--- config.mk ---
export PLATFORM = sky130hd
export DESIGN_NAME = ordered_key_table_insert_remove_find
export DESIGN_NICKNAME = d
export VERILOG_FILES = /design/src/hdl/okt_pkg.sv /design/src/hdl/ordered_key_table_insert_remove_find.sv /design/src/hdl/okt_engine.sv /design/src/hdl/okt_out_stage.sv
export SDC_FILE = /design/constraint.sdc
export NUM_CORES = 1
export LEC_CHECK = 0
export BUFFER_PORTS_ARGS = -buffer_cell sky130_fd_sc_hd__buf_2
export CORE_MARGIN = 2
export CORE_UTILIZATION = 48
export CTS_CLUSTER_SIZE = 10
export DETAILED_ROUTE_END_ITERATION = 16
export PLACE_DENSITY = 0.75
export SYNTH_ARGS = -nofsm -noshare
export SYNTH_HDL_FRONTEND = slang
export SYNTH_SLANG_ARGS = --single-unit
--- constraint.sdc ---
create_clock -name i_clk -period 3 [get_ports i_clk]
set_input_delay 0.9 -clock i_clk [delete_from_list [all_inputs] [get_ports i_clk]]
set_output_delay 0.9 -clock i_clk [all_outputs]
set_load 0.01 [all_outputs]
--- src/hdl/okt_pkg.sv ---
// ----------------------------------------------------------------------------
// okt_pkg
// Shared operation codes, field widths and the result item type of the
// ordered key table.
// ----------------------------------------------------------------------------
package okt_pkg;

    localparam int unsigned OP_W    = 2;
    localparam int unsigned KEY_W   = 16;
    localparam int unsigned MOD_W   = 8;
    localparam int unsigned ENTRY_W = KEY_W + MOD_W;
    localparam int unsigned MIDX_W  = 4;
    localparam int unsigned MCNT_W  = 5;

    localparam logic [OP_W-1:0] OP_FIND   = 2'd0;
    localparam logic [OP_W-1:0] OP_ADD    = 2'd1;
    localparam logic [OP_W-1:0] OP_REMOVE = 2'd2;

    typedef struct packed {
        logic              success;
        logic              was_present;
        logic [MIDX_W-1:0] match_index;
        logic [MCNT_W-1:0] entry_count;
    } t_result;

endpackage

--- src/hdl/ordered_key_table_insert_remove_find.sv ---
// ----------------------------------------------------------------------------
// ordered_key_table_insert_remove_find
// Ordered table of key code plus modifier mask entries with find, add and
// compacting remove.
// ----------------------------------------------------------------------------
// Entries live in one single-port memory with a registered read, and one item
// is worked at a time. A search reads and then compares each entry in turn,
// stopping at the first match or after the last entry held. A remove that
// finds its entry then reads each entry behind the match and writes it one
// place down. An output register holds the finished result, so the next
// item is taken while it waits. There is no clearing pass: only entries
// below the fill count are read.
// ----------------------------------------------------------------------------
module ordered_key_table_insert_remove_find #(
    parameter int unsigned CAPACITY = 16
) (
    input  logic        i_clk,
    input  logic        i_rst_n,
    input  logic        i_in_valid,
    output logic        o_in_stall,
    input  logic [1:0]  i_operation,
    input  logic [15:0] i_key_code,
    input  logic [7:0]  i_modifier_mask,
    output logic        o_out_valid,
    input  logic        i_out_stall,
    output logic        o_success,
    output logic        o_was_present,
    output logic [3:0]  o_match_index,
    output logic [4:0]  o_entry_count
);
    import okt_pkg::*;

    logic    w_res_valid;
    logic    w_res_stall;
    t_result w_res;
    t_result w_out;

    okt_engine #(
        .CAPACITY (CAPACITY)
    ) u_engine (
        .i_clk       (i_clk),
        .i_rst_n     (i_rst_n),
        .i_in_valid  (i_in_valid),
        .o_in_stall  (o_in_stall),
        .i_operation (i_operation),
        .i_entry     ({i_key_code, i_modifier_mask}),
        .o_res_valid (w_res_valid),
        .i_res_stall (w_res_stall),
        .o_res       (w_res)
    );

    okt_out_stage u_out (
        .i_clk       (i_clk),
        .i_rst_n     (i_rst_n),
        .i_res_valid (w_res_valid),
        .o_res_stall (w_res_stall),
        .i_res       (w_res),
        .o_out_valid (o_out_valid),
        .i_out_stall (i_out_stall),
        .o_res       (w_out)
    );

    assign o_success     = w_out.success;
    assign o_was_present = w_out.was_present;
    assign o_match_index = w_out.match_index;
    assign o_entry_count = w_out.entry_count;

endmodule

--- src/hdl/okt_engine.sv ---
// ----------------------------------------------------------------------------
// okt_engine
// Sequencer around the entry memory: linear search, append on add, and a
// read-then-write shift loop that closes the gap left by a remove.
// ----------------------------------------------------------------------------
module okt_engine #(
    parameter int unsigned CAPACITY = 16
) (
    input  logic                         i_clk,
    input  logic                         i_rst_n,
    input  logic                         i_in_valid,
    output logic                         o_in_stall,
    input  logic [okt_pkg::OP_W-1:0]     i_operation,
    input  logic [okt_pkg::ENTRY_W-1:0]  i_entry,
    output logic                         o_res_valid,
    input  logic                         i_res_stall,
    output okt_pkg::t_result             o_res
);
    import okt_pkg::*;

    localparam int unsigned IW = (CAPACITY > 1) ? $clog2(CAPACITY) : 1;
    localparam int unsigned CW = $clog2(CAPACITY + 1);
    localparam logic [CW-1:0] CAP_C = CW'(CAPACITY);
    localparam logic [CW-1:0] ONE_C = CW'(1);

    typedef enum logic [2:0] {
        S_IDLE, S_RD, S_CMP, S_DISP, S_SHRD, S_SHWR, S_OUT
    } t_state;

    t_state             r_state;
    logic [OP_W-1:0]    r_op;
    logic [ENTRY_W-1:0] r_key;
    logic [CW-1:0]      r_cnt;
    logic [CW-1:0]      r_ptr;
    logic [CW-1:0]      r_pos;
    logic               r_found;
    logic               r_success;

    logic [ENTRY_W-1:0] r_mem [CAPACITY];
    logic [ENTRY_W-1:0] r_rdata;

    logic               w_we;
    logic [IW-1:0]      w_waddr;
    logic [ENTRY_W-1:0] w_wdata;
    logic               w_re;
    logic [CW-1:0]      w_raddr;
    logic [CW-1:0]      w_ptr_inc;
    logic [CW+MIDX_W-1:0] w_pos_ext;
    logic [CW+MCNT_W-1:0] w_cnt_ext;

    assign w_ptr_inc = r_ptr + ONE_C;

    always_comb begin
        w_we    = 1'b0;
        w_waddr = r_cnt[IW-1:0];
        w_wdata = r_key;
        w_re    = 1'b0;
        w_raddr = r_ptr;
        case (r_state)
            S_RD: begin
                w_re = 1'b1;
            end
            S_DISP: begin
                w_we = (r_op == OP_ADD) && !r_found && (r_cnt < CAP_C);
            end
            S_SHRD: begin
                w_re    = w_ptr_inc < r_cnt;
                w_raddr = w_ptr_inc;
            end
            S_SHWR: begin
                w_we    = 1'b1;
                w_waddr = r_ptr[IW-1:0];
                w_wdata = r_rdata;
            end
            default: begin
                w_we = 1'b0;
            end
        endcase
    end

    // single port entry memory, registered read
    always_ff @(posedge i_clk) begin
        if (w_we) begin
            r_mem[w_waddr] <= w_wdata;
        end
        if (w_re) begin
            r_rdata <= r_mem[w_raddr[IW-1:0]];
        end
    end

    always_ff @(posedge i_clk) begin
        if (!i_rst_n) begin
            r_state   <= S_IDLE;
            r_cnt     <= '0;
            r_ptr     <= '0;
            r_pos     <= '0;
            r_found   <= 1'b0;
            r_success <= 1'b0;
            r_op      <= OP_FIND;
        end else begin
            case (r_state)
                S_IDLE: begin
                    if (i_in_valid) begin
                        r_op    <= i_operation;
                        r_key   <= i_entry;
                        r_ptr   <= '0;
                        r_found <= 1'b0;
                        if (r_cnt == '0 || !(i_operation == OP_FIND ||
                            i_operation == OP_ADD || i_operation == OP_REMOVE)) begin
                            r_state <= S_DISP;
                        end else begin
                            r_state <= S_RD;
                        end
                    end
                end
                S_RD: begin
                    r_state <= S_CMP;
                end
                S_CMP: begin
                    if (r_rdata == r_key) begin
                        r_found <= 1'b1;
                        r_state <= S_DISP;
                    end else if (w_ptr_inc == r_cnt) begin
                        r_state <= S_DISP;
                    end else begin
                        r_ptr   <= w_ptr_inc;
                        r_state <= S_RD;
                    end
                end
                S_DISP: begin
                    r_pos <= r_found ? r_ptr : '0;
                    case (r_op)
                        OP_FIND: begin
                            r_success <= r_found;
                            r_state   <= S_OUT;
                        end
                        OP_ADD: begin
                            r_state <= S_OUT;
                            if (r_found) begin
                                r_success <= 1'b1;
                            end else if (r_cnt < CAP_C) begin
                                r_success <= 1'b1;
                                r_cnt     <= r_cnt + ONE_C;
                            end else begin
                                r_success <= 1'b0;
                            end
                        end
                        OP_REMOVE: begin
                            r_success <= r_found;
                            if (r_found) begin
                                r_state <= S_SHRD;
                            end else begin
                                r_state <= S_OUT;
                            end
                        end
                        default: begin
                            r_success <= 1'b0;
                            r_state   <= S_OUT;
                        end
                    endcase
                end
                S_SHRD: begin
                    if (w_ptr_inc < r_cnt) begin
                        r_state <= S_SHWR;
                    end else begin
                        r_cnt   <= r_cnt - ONE_C;
                        r_state <= S_OUT;
                    end
                end
                S_SHWR: begin
                    r_ptr   <= w_ptr_inc;
                    r_state <= S_SHRD;
                end
                S_OUT: begin
                    if (!i_res_stall) begin
                        r_state <= S_IDLE;
                    end
                end
                default: begin
                    r_state <= S_IDLE;
                end
            endcase
        end
    end

    assign w_pos_ext = (CW + MIDX_W)'(r_pos);
    assign w_cnt_ext = (CW + MCNT_W)'(r_cnt);

    assign o_in_stall              = (r_state != S_IDLE);
    assign o_res_valid             = (r_state == S_OUT);
    assign o_res.success           = r_success;
    assign o_res.was_present       = r_found;
    assign o_res.match_index       = w_pos_ext[MIDX_W-1:0];
    assign o_res.entry_count       = w_cnt_ext[MCNT_W-1:0];

`ifndef SYNTHESIS
    a_cnt_bound: assert property (@(posedge i_clk) disable iff (!i_rst_n)
        r_cnt <= CAP_C)
        else $error("entry count above capacity");

    a_cnt_step: assert property (@(posedge i_clk) disable iff (!i_rst_n)
        $past(i_rst_n) && (r_cnt != $past(r_cnt)) |->
            (r_cnt == $past(r_cnt) + ONE_C) || (r_cnt == $past(r_cnt) - ONE_C))
        else $error("entry count moved by more than one");

    a_no_write_in_search: assert property (@(posedge i_clk) disable iff (!i_rst_n)
        (r_state == S_RD || r_state == S_CMP) |-> !w_we)
        else $error("memory written during search");

    a_shift_in_range: assert property (@(posedge i_clk) disable iff (!i_rst_n)
        (r_state == S_SHWR) |-> (w_ptr_inc < r_cnt) && r_found && (r_op == OP_REMOVE))
        else $error("shift write outside held entries");

    a_fail_no_index: assert property (@(posedge i_clk) disable iff (!i_rst_n)
        o_res_valid && !o_res.was_present |-> (o_res.match_index == '0))
        else $error("index reported without a match");
`endif

endmodule

--- src/hdl/okt_out_stage.sv ---
// ----------------------------------------------------------------------------
// okt_out_stage
// Output register for result items; frees the engine as soon as a result
// is parked here.
// ----------------------------------------------------------------------------
module okt_out_stage (
    input  logic              i_clk,
    input  logic              i_rst_n,
    input  logic              i_res_valid,
    output logic              o_res_stall,
    input  okt_pkg::t_result  i_res,
    output logic              o_out_valid,
    input  logic              i_out_stall,
    output okt_pkg::t_result  o_res
);
    import okt_pkg::*;

    logic    r_valid;
    t_result r_res;
    logic    w_load;

    assign o_res_stall = r_valid && i_out_stall;
    assign w_load      = i_res_valid && !o_res_stall;

    always_ff @(posedge i_clk) begin
        if (!i_rst_n) begin
            r_valid <= 1'b0;
        end else if (w_load) begin
            r_valid <= 1'b1;
        end else if (!i_out_stall) begin
            r_valid <= 1'b0;
        end
    end

    always_ff @(posedge i_clk) begin
        if (w_load) begin
            r_res <= i_res;
        end
    end

    assign o_out_valid = r_valid;
    assign o_res       = r_res;

endmodule
==> flow_metrics.env, run 1 <==
export IMPL_grt_usage=0.221
export IMPL_hp_class="flip-flop to flip-flop"
export IMPL_final_antenna_net_count=0
export IMPL_port_buffers=42
export IMPL_clk_pin_slew_ns=0.06
export IMPL_synth_top_area_cell="edfxtp_1"
export IMPL_cts_hold_buffers=0
export IMPL_power_mw=14.7
export IMPL_p_per_area_nw_per_um2=681
export IMPL_die_w_microns=201
export IMPL_syn_nets=1322
export IMPL_remaining_drc_errors=0
export IMPL_final_nets=1408
export IMPL_synth_warnings=0
export IMPL_place_ws_ns=0.0752
export IMPL_cap_violations=0
export IMPL_crit_start="u_engine.r_state[0]$_SDFFE_PN0P_"
export IMPL_netlist_instances=1282
export IMPL_routed_wl_microns=45200
export IMPL_crit_arrival_ns=3.22
export IMPL_r2r_cells=8
export IMPL_root_buffer="clkbuf_16"
export IMPL_synth_cell_area_sq_um=18700
export IMPL_rsz0062_at_grt="false"
export IMPL_grt_pass1_vias=11100
export IMPL_slew_headroom=0.290
export IMPL_fillers=2964
export IMPL_crit_fanout=43
export IMPL_finalHoldViolCount=0
export IMPL_core_area_sq_um=38600
export IMPL_vias=11400
export IMPL_grt_antenna_before_repair=0
export IMPL_post_drt_wl_per_cell_microns=23.8
export IMPL_reg2reg_to="u_engine.r_rdata[11]$_DFFE_PP_"
export IMPL_drive_above_1_share=0.144
export IMPL_dp_cells=1825
export IMPL_cts_made_buffers=53
export IMPL_pwr_share_comb=0.116
export IMPL_yosysSeqAreaShare=0.735
export IMPL_worst_slew_pin_slew_ns=1.06
export IMPL_synth_flop_cell="edfxtp_1"
export IMPL_dpl_hpwl_microns=23700
export IMPL_p_sw_mw=3.56
export IMPL_internal_power_mw=11.2
export IMPL_grt_max_degree=97
export IMPL_seq_area_sq_um=13700
export IMPL_post_route_period_util=0.968
export IMPL_start_util=0.485
export IMPL_cp_required_ns=3.31
export IMPL_synth_distinct_cells=52
export IMPL_worstSetupStartpointType="flip-flop"
export IMPL_cts_tree="done"
export IMPL_clk_latency_ns=0.58
export IMPL_slew_violations=0
export IMPL_num_rows=72
export IMPL_cts_sinks=465
export IMPL_synth_area_leaders="edfxtp_1 (71%), a221oi_1 (4.5%), nand2_1 (4.5%)"
export IMPL_h_tree_depth=2
export IMPL_detail_route_first_pass_iterations=6
export IMPL_grt_pass1_wl_microns=67400
export IMPL_ys_seq_elements=465
export IMPL_drt_initial_drc_count=1419
export IMPL_syn_area_per_cell_sq_um=14.6
export IMPL_synth_top_area_share=0.711
export IMPL_diodes=0
export IMPL_fin_ws_ns=0.0952
export IMPL_critPathKind="flip-flop to flip-flop"
export IMPL_p_clk_frac=0.373
export IMPL_clockBufferDepth=3
export IMPL_crit_end="u_engine.r_rdata[11]$_DFFE_PP_"
export IMPL_areaGrowthSynthToFinish_pct=15.8
export IMPL_gp_congestion=0.796
export IMPL_status="finished, final reports clean"
export IMPL_dieArea_sq_um=40600
export IMPL_instances_no_fill=1897
export IMPL_skew_ns=0.00909
export IMPL_fmax_ghz=0.344
export IMPL_ys_async_sr_fraction=0
export IMPL_multi_input_area_sq_um=4690
export IMPL_viasPerCell=5.99
export IMPL_pwr_share_seq=0.511
export IMPL_synth_edf_count=443
export IMPL_grt_overflow_total=0
export IMPL_switching_share=0.242
export IMPL_period_needed_ns=2.90
export IMPL_whs_ns=0.427
export IMPL_setup_tns_ns=0
export IMPL_rr_startpoint="u_engine.r_state[0]$_SDFFE_PN0P_"
export IMPL_power_leakage_nw=7.32
export IMPL_ff2ff_setup_slack_ns=0.1
export IMPL_crit_path_end_kind="flip-flop"
export IMPL_setup_viol=0
export IMPL_die_h_microns=201
export IMPL_io_pins=43
export IMPL_ir_drop_mv=0.473
[metrics by stage]
step | utilization | instance area, sq um
after floorplan | - | 18700
after global placement | 0.523 | 20200
after detailed placement | 0.523 | 20200
after CTS | 0.560 | 21600
after global routing | 0.562 | 21700
final | 0.562 | 21700
[cell families (layout without fill, tap and decap cells)]
group                    after synthesis  after routing  share of synthesized area
flip-flops                           465            465                      0.735
AND/OR/NAND/NOR                      333            333                     0.0783
AO/OA/AOI/OAI                        275            275                      0.101
buffers and inverters                 94            190                     0.0240
multiplexers                          72             72                     0.0385
XOR/XNOR                              33             34                     0.0165
adder cells (fa/ha/maj)               10             10                    0.00709
[synth_stat cells, drive strengths merged (5+ instances only)]
master  instances
xor2           26
nor2           33
and2            5
nor2b           6
edfxtp        443
dfxtp          22
or4            25
nor4            6
a21boi         10
mux2i          72
inv            14
nand3          15
and3            7
clkbuf         32
nand2         224
o21ai           7
xnor2           7
ha              9
a221oi         97
a21oi         132
buf            48
[per-layer routing]
layer	GRT usage	part of all wire	up-vias
met5	0	0	-
met4	0.0825	0.032	0
met3	0.0374	0.088	110
met2	0.366	0.49	603
met1	0.296	0.39	5561
li1	-	-	5093
[cell usage in the layout (no fill, tap or decap), drive strengths merged, types with 4 or more instances in the layout]
cell type | Yosys | routed
a21boi | 10 | 10
a21oi | 132 | 132
a221oi | 97 | 97
and2 | 5 | 5
and3 | 7 | 7
buf | 48 | 109
clkbuf | 32 | 63
dfxtp | 22 | 22
edfxtp | 443 | 443
ha | 9 | 9
inv | 14 | 15
mux2i | 72 | 72
nand2 | 224 | 224
nand3 | 15 | 15
nor2 | 33 | 33
nor2b | 6 | 6
nor3 | 4 | 4
nor4 | 6 | 6
o21ai | 7 | 7
or4 | 25 | 25
xnor2 | 7 | 8
xor2 | 26 | 26
[worst min path at each step]
stage	from	cells after the start	slack, ns	endpoint
global route	u_engine.r_pos[3]$_SDFFE_PN0P_	0	0.44	u_out.o_res[8]$_DFFE_PP_
floorplan	u_engine.r_found$_SDFFE_PN0P_	0	0.41	u_out.o_res[9]$_DFFE_PP_
finish	u_engine.r_pos[0]$_SDFFE_PN0P_	0	0.43	u_out.o_res[5]$_DFFE_PP_
detailed placement	u_engine.r_pos[0]$_SDFFE_PN0P_	0	0.41	u_out.o_res[5]$_DFFE_PP_
CTS	u_engine.r_pos[0]$_SDFFE_PN0P_	0	0.43	u_out.o_res[5]$_DFFE_PP_
global placement	u_engine.r_pos[3]$_SDFFE_PN0P_	0	0.42	u_out.o_res[8]$_DFFE_PP_
[worst max-delay path, stage by stage (launching register included)]
cell and delay, ns:
dfxtp_1 0.31, or3b_1 0.46, inv_6 0.13, nand2_4 0.12
xnor2_4 0.41, buf_12 0.30, mux2i_1 0.25, a221oi_1 0.10
or4_1 0.52
[power by group through the flow]
stage                     Clock, mW  Combinational, mW  Sequential [mW]
after floorplan                   0               1.10             7.62
after global placement            0               1.65             7.65
after detailed placement          0               1.68             7.66
after CTS                      5.59               1.69             7.53
after global routing           5.83               1.87             7.54
final                          5.50               1.70             7.53
[area by class of cell]
type	count	area share
flip-flops and latches	465	0.635
clock buffers	62	0.0637
clock inverters	4	0.00156
well taps	518	0.0299
multi-input cells	724	0.216
repair buffers	110	0.0509
inverters	14	0.00266
[registers in the layout, summed over array words and instances, names as in the netlist, 2 cells and up]
| register | flops |
|---|---|
| u_engine.r_cnt | 5 |
| u_engine.r_key | 24 |
| u_engine.r_mem | 384 |
| u_engine.r_op | 2 |
| u_engine.r_pos | 4 |
| u_engine.r_ptr | 5 |
| u_engine.r_rdata | 24 |
| u_engine.r_state | 3 |
| u_out.o_res | 11 |
[what timing repair did]
item / in CTS / in global routing
endpoints found under the setup margin: 0 / 20
setup buffers: 0 / 4
gates resized for setup: 0 / 0
Power figures use the tool's default switching activity.
==> inputs of run 2 (changes only) <==
Settings changed: SYNTH_HIERARCHICAL set to 1.
==> run 2 against run 1 <==
Net effect:
- critical path type unchanged
- synthesized area increased by 13%
- worst setup slack got worse by 0.014 ns
- combinational power about the same
- worst hold slack improved by 0.0044 ns
- register-to-register slack about the same
- sequential power decreased by 2%
- fmax decreased by 0.46%
- die area increased by 13%
- largest cell class unchanged
- core utilization decreased by 0.86 points
- final cell count increased by 19%
- non-clock buffer count unchanged
- clock power increased by 3%
==> flow_metrics.env, run 2 <==
export IMPL_start_util=0.488
export IMPL_worstSetupStartpointType="flip-flop"
export IMPL_post_route_period_util=0.973
export IMPL_place_ws_ns=0.0174
export IMPL_root_buffer="clkbuf_16"
export IMPL_critPathMaxStageDelay_ns=0.51
export IMPL_grt_overflow_total=0
export IMPL_p_per_area_nw_per_um2=618
export IMPL_grt_usage=0.231
export IMPL_drive_above_1_share=0.139
export IMPL_setup_tns_ns=0
export IMPL_remaining_drc_errors=0
export IMPL_post_drt_wl_per_cell_microns=23.4
export IMPL_place_area_sq_um=22400
export IMPL_status="finished, final reports clean"
export IMPL_syn_area_per_cell_sq_um=13.2
export IMPL_synth_warnings=6
export IMPL_grt_antenna_before_repair=0
export IMPL_detail_route_first_pass_iterations=5
export IMPL_fin_ws_ns=0.0817
export IMPL_final_nets=1697
export IMPL_port_buffers=42
export IMPL_synth_common_cells="edfxtp_1 (443), nand2_1 (289), mux2i_1 (203), nand3_1 (100), clkbuf_1 (63)"
export IMPL_worst_slew_pin_slew_ns=1.16
export IMPL_multi_input_area_sq_um=7030
export IMPL_routed_wl_microns=53000
export IMPL_vias=14100
export IMPL_diodes=0
export IMPL_dp_cells=2180
export IMPL_ys_seq_elements=465
export IMPL_syn_nets=1645
export IMPL_final_cell_mix="edfxtp_1 (443), nand2_1 (289), mux2i_1 (202)"
export IMPL_synth_area_leaders="edfxtp_1 (63%), mux2i_1 (9.6%), nand2_1 (5.1%)"
export IMPL_largestRegisters="u_engine/r_mem: 384 flops, u_engine/r_key: 24 flops, u_engine/r_rdata: 24 flops"
export IMPL_path_buf_inv=2
export IMPL_setup_viol=0
export IMPL_regMostFlops="u_engine/r_mem"
export IMPL_path_cells="buf_4 > or3b_4 > inv_8 > nand2b_2 > o221ai_1 > o21ai_0 > and3_1 > or4_1"
export IMPL_die_w_microns=214
export IMPL_seq_area_sq_um=13800
export IMPL_layout_commonest_cell="edfxtp_1"
export IMPL_crit_path_end_kind="flip-flop"
export IMPL_synth_top_area_cell="edfxtp_1"
export IMPL_instances_no_fill=2264
export IMPL_dieArea_sq_um=45700
export IMPL_power_leakage_nw=7.90
export IMPL_cts_sinks=465
export IMPL_slew_violations=0
export IMPL_crit_fanout=20
export IMPL_cap_violations=0
export IMPL_ir_drop_mv=0.503
export IMPL_hp_class="flip-flop to flip-flop"
export IMPL_cts_made_buffers=53
export IMPL_holdPathStages=0
export IMPL_rsz0062_at_grt="false"
export IMPL_yosysSeqAreaShare=0.651
export IMPL_die_h_microns=214
export IMPL_cp_top_family="simple AND/OR/NAND/NOR gates"
export IMPL_clockBufferDepth=3
export IMPL_ff2ff_setup_slack_ns=0.08
export IMPL_ys_async_sr_fraction=0
export IMPL_crit_cells=8
export IMPL_areaGrowthSynthToFinish_pct=13.3
export IMPL_synth_distinct_cells=52
export IMPL_h_tree_depth=2
export IMPL_slew_headroom=0.225
export IMPL_viasPerCell=6.21
export IMPL_grt_pass1_wl_microns=79100
export IMPL_crit_arrival_ns=3.25
export IMPL_drt_initial_drc_count=1619
export IMPL_cp_required_ns=3.34
export IMPL_dpl_hpwl_microns=30600
export IMPL_clk_pin_slew_ns=0.06
export IMPL_num_rows=76
export IMPL_skew_ns=0.0134
export IMPL_rr_startpoint="u_engine/r_state[2]$_SDFFE_PN0P_"
export IMPL_largest_reg_flops=384
export IMPL_fillers=3405
export IMPL_gp_congestion=0.881
export IMPL_period_needed_ns=2.92
export IMPL_synth_edf_count=443
export IMPL_synth_most_common_cell="edfxtp_1"
export IMPL_synth_cell_area_sq_um=21100
export IMPL_clk_latency_ns=0.60
export IMPL_critPathKind="flip-flop to flip-flop"
export IMPL_crit_end="u_engine/r_rdata[0]$_DFFE_PP_"
export IMPL_synth_top_area_share=0.630
export IMPL_cts_tree="done"
export IMPL_grt_pass1_vias=13700
export IMPL_io_pins=43
export IMPL_grt_max_degree=75
export IMPL_final_antenna_net_count=0
export IMPL_reg2reg_to="u_engine/r_rdata[0]$_DFFE_PP_"
export IMPL_synth_flop_cell="edfxtp_1"
export IMPL_r2r_cells=8
export IMPL_critPathSlowestCell="or4_1"
export IMPL_core_area_sq_um=43300
export IMPL_finalHoldViolCount=0
export IMPL_design_area_sq_um=23900
export IMPL_fmax_ghz=0.343
export IMPL_netlist_instances=1605
export IMPL_crit_start="u_engine/r_state[2]$_SDFFE_PN0P_"
[run 2: cell count changes in the layout (fill, tap and decap cells not counted), sizes merged, moves of 22 or more]
cell,delta
mux4,+24
nand3,+85
nand2,+65
a21oi,-84
a221oi,-96
o221ai,+23
mux2i,+131
and3,+22
o22ai,+22
o21ai,+27
a311oi,+47
nor2,+25
[run 2: cell families (layout without fill, tap and decap cells)]
family / Yosys count / count (layout) / share of synthesized area
simple gates: 545 / 547 / 0.116
flops: 465 / 465 / 0.651
mux: 227 / 227 / 0.122
compound gates: 197 / 197 / 0.0641
buf+inv: 127 / 199 / 0.0265
xor+xnor: 34 / 34 / 0.0145
fa+ha+maj: 10 / 10 / 0.00628
[run 2: worst min path at each step]
stage	start	endpoint	slack [ns]
final	u_engine/r_pos[0]$_SDFFE_PN0P_	u_out/o_res[5]$_DFFE_PP_	0.43
after global routing	u_engine/r_success$_SDFFE_PN0P_	u_out/o_res[10]$_DFFE_PP_	0.44
after CTS	u_engine/r_pos[0]$_SDFFE_PN0P_	u_out/o_res[5]$_DFFE_PP_	0.43
after detailed placement	u_engine/r_pos[0]$_SDFFE_PN0P_	u_out/o_res[5]$_DFFE_PP_	0.42
after global placement	u_engine/r_pos[0]$_SDFFE_PN0P_	u_out/o_res[5]$_DFFE_PP_	0.41
after floorplan	u_engine/r_pos[0]$_SDFFE_PN0P_	u_out/o_res[5]$_DFFE_PP_	0.41
[run 2: layer usage]
metal,wire (microns),part of all wire,global-route usage,vias to the layer above
li1,-,-,-,6194
met1,21100,0.40,0.315,6961
met2,24800,0.47,0.366,778
met3,5570,0.11,0.0513,117
met4,1510,0.029,0.0843,0
met5,0,0,0,-
[run 2: final cells by class]
type                    count  share of cell area
clock inverters             3             0.00188
inverters                  12             0.00220
flip-flops and latches    465               0.575
repair buffers            110              0.0367
well taps                 585              0.0306
multi-input cells        1015               0.294
clock buffers              74              0.0600
[run 2: per-stage QoR]
step	utilization	hold slack, ns	power [mW]
after floorplan	-	0.408	8.61
after global placement	0.517	0.415	9.12
after detailed placement	0.517	0.422	9.16
after CTS	0.551	0.434	14.8
after global routing	0.553	0.444	15.2
final	0.553	0.432	14.8
[run 2: repair_timing]
action,4_1_cts,5_1_grt
gates resized for setup,0,7
setup buffers,0,5
hold buffers,0,0
setup endpoints to repair,0,107
[run 2: report_power, final]
group	switching [mW]	leakage (nW)	total [mW]	internal, mW
clock	2.41	0.719	5.69	3.28
combinational	1.08	3.01	1.71	0.628
sequential	0.0889	4.17	7.39	7.30
total	3.58	7.90	14.8	11.2
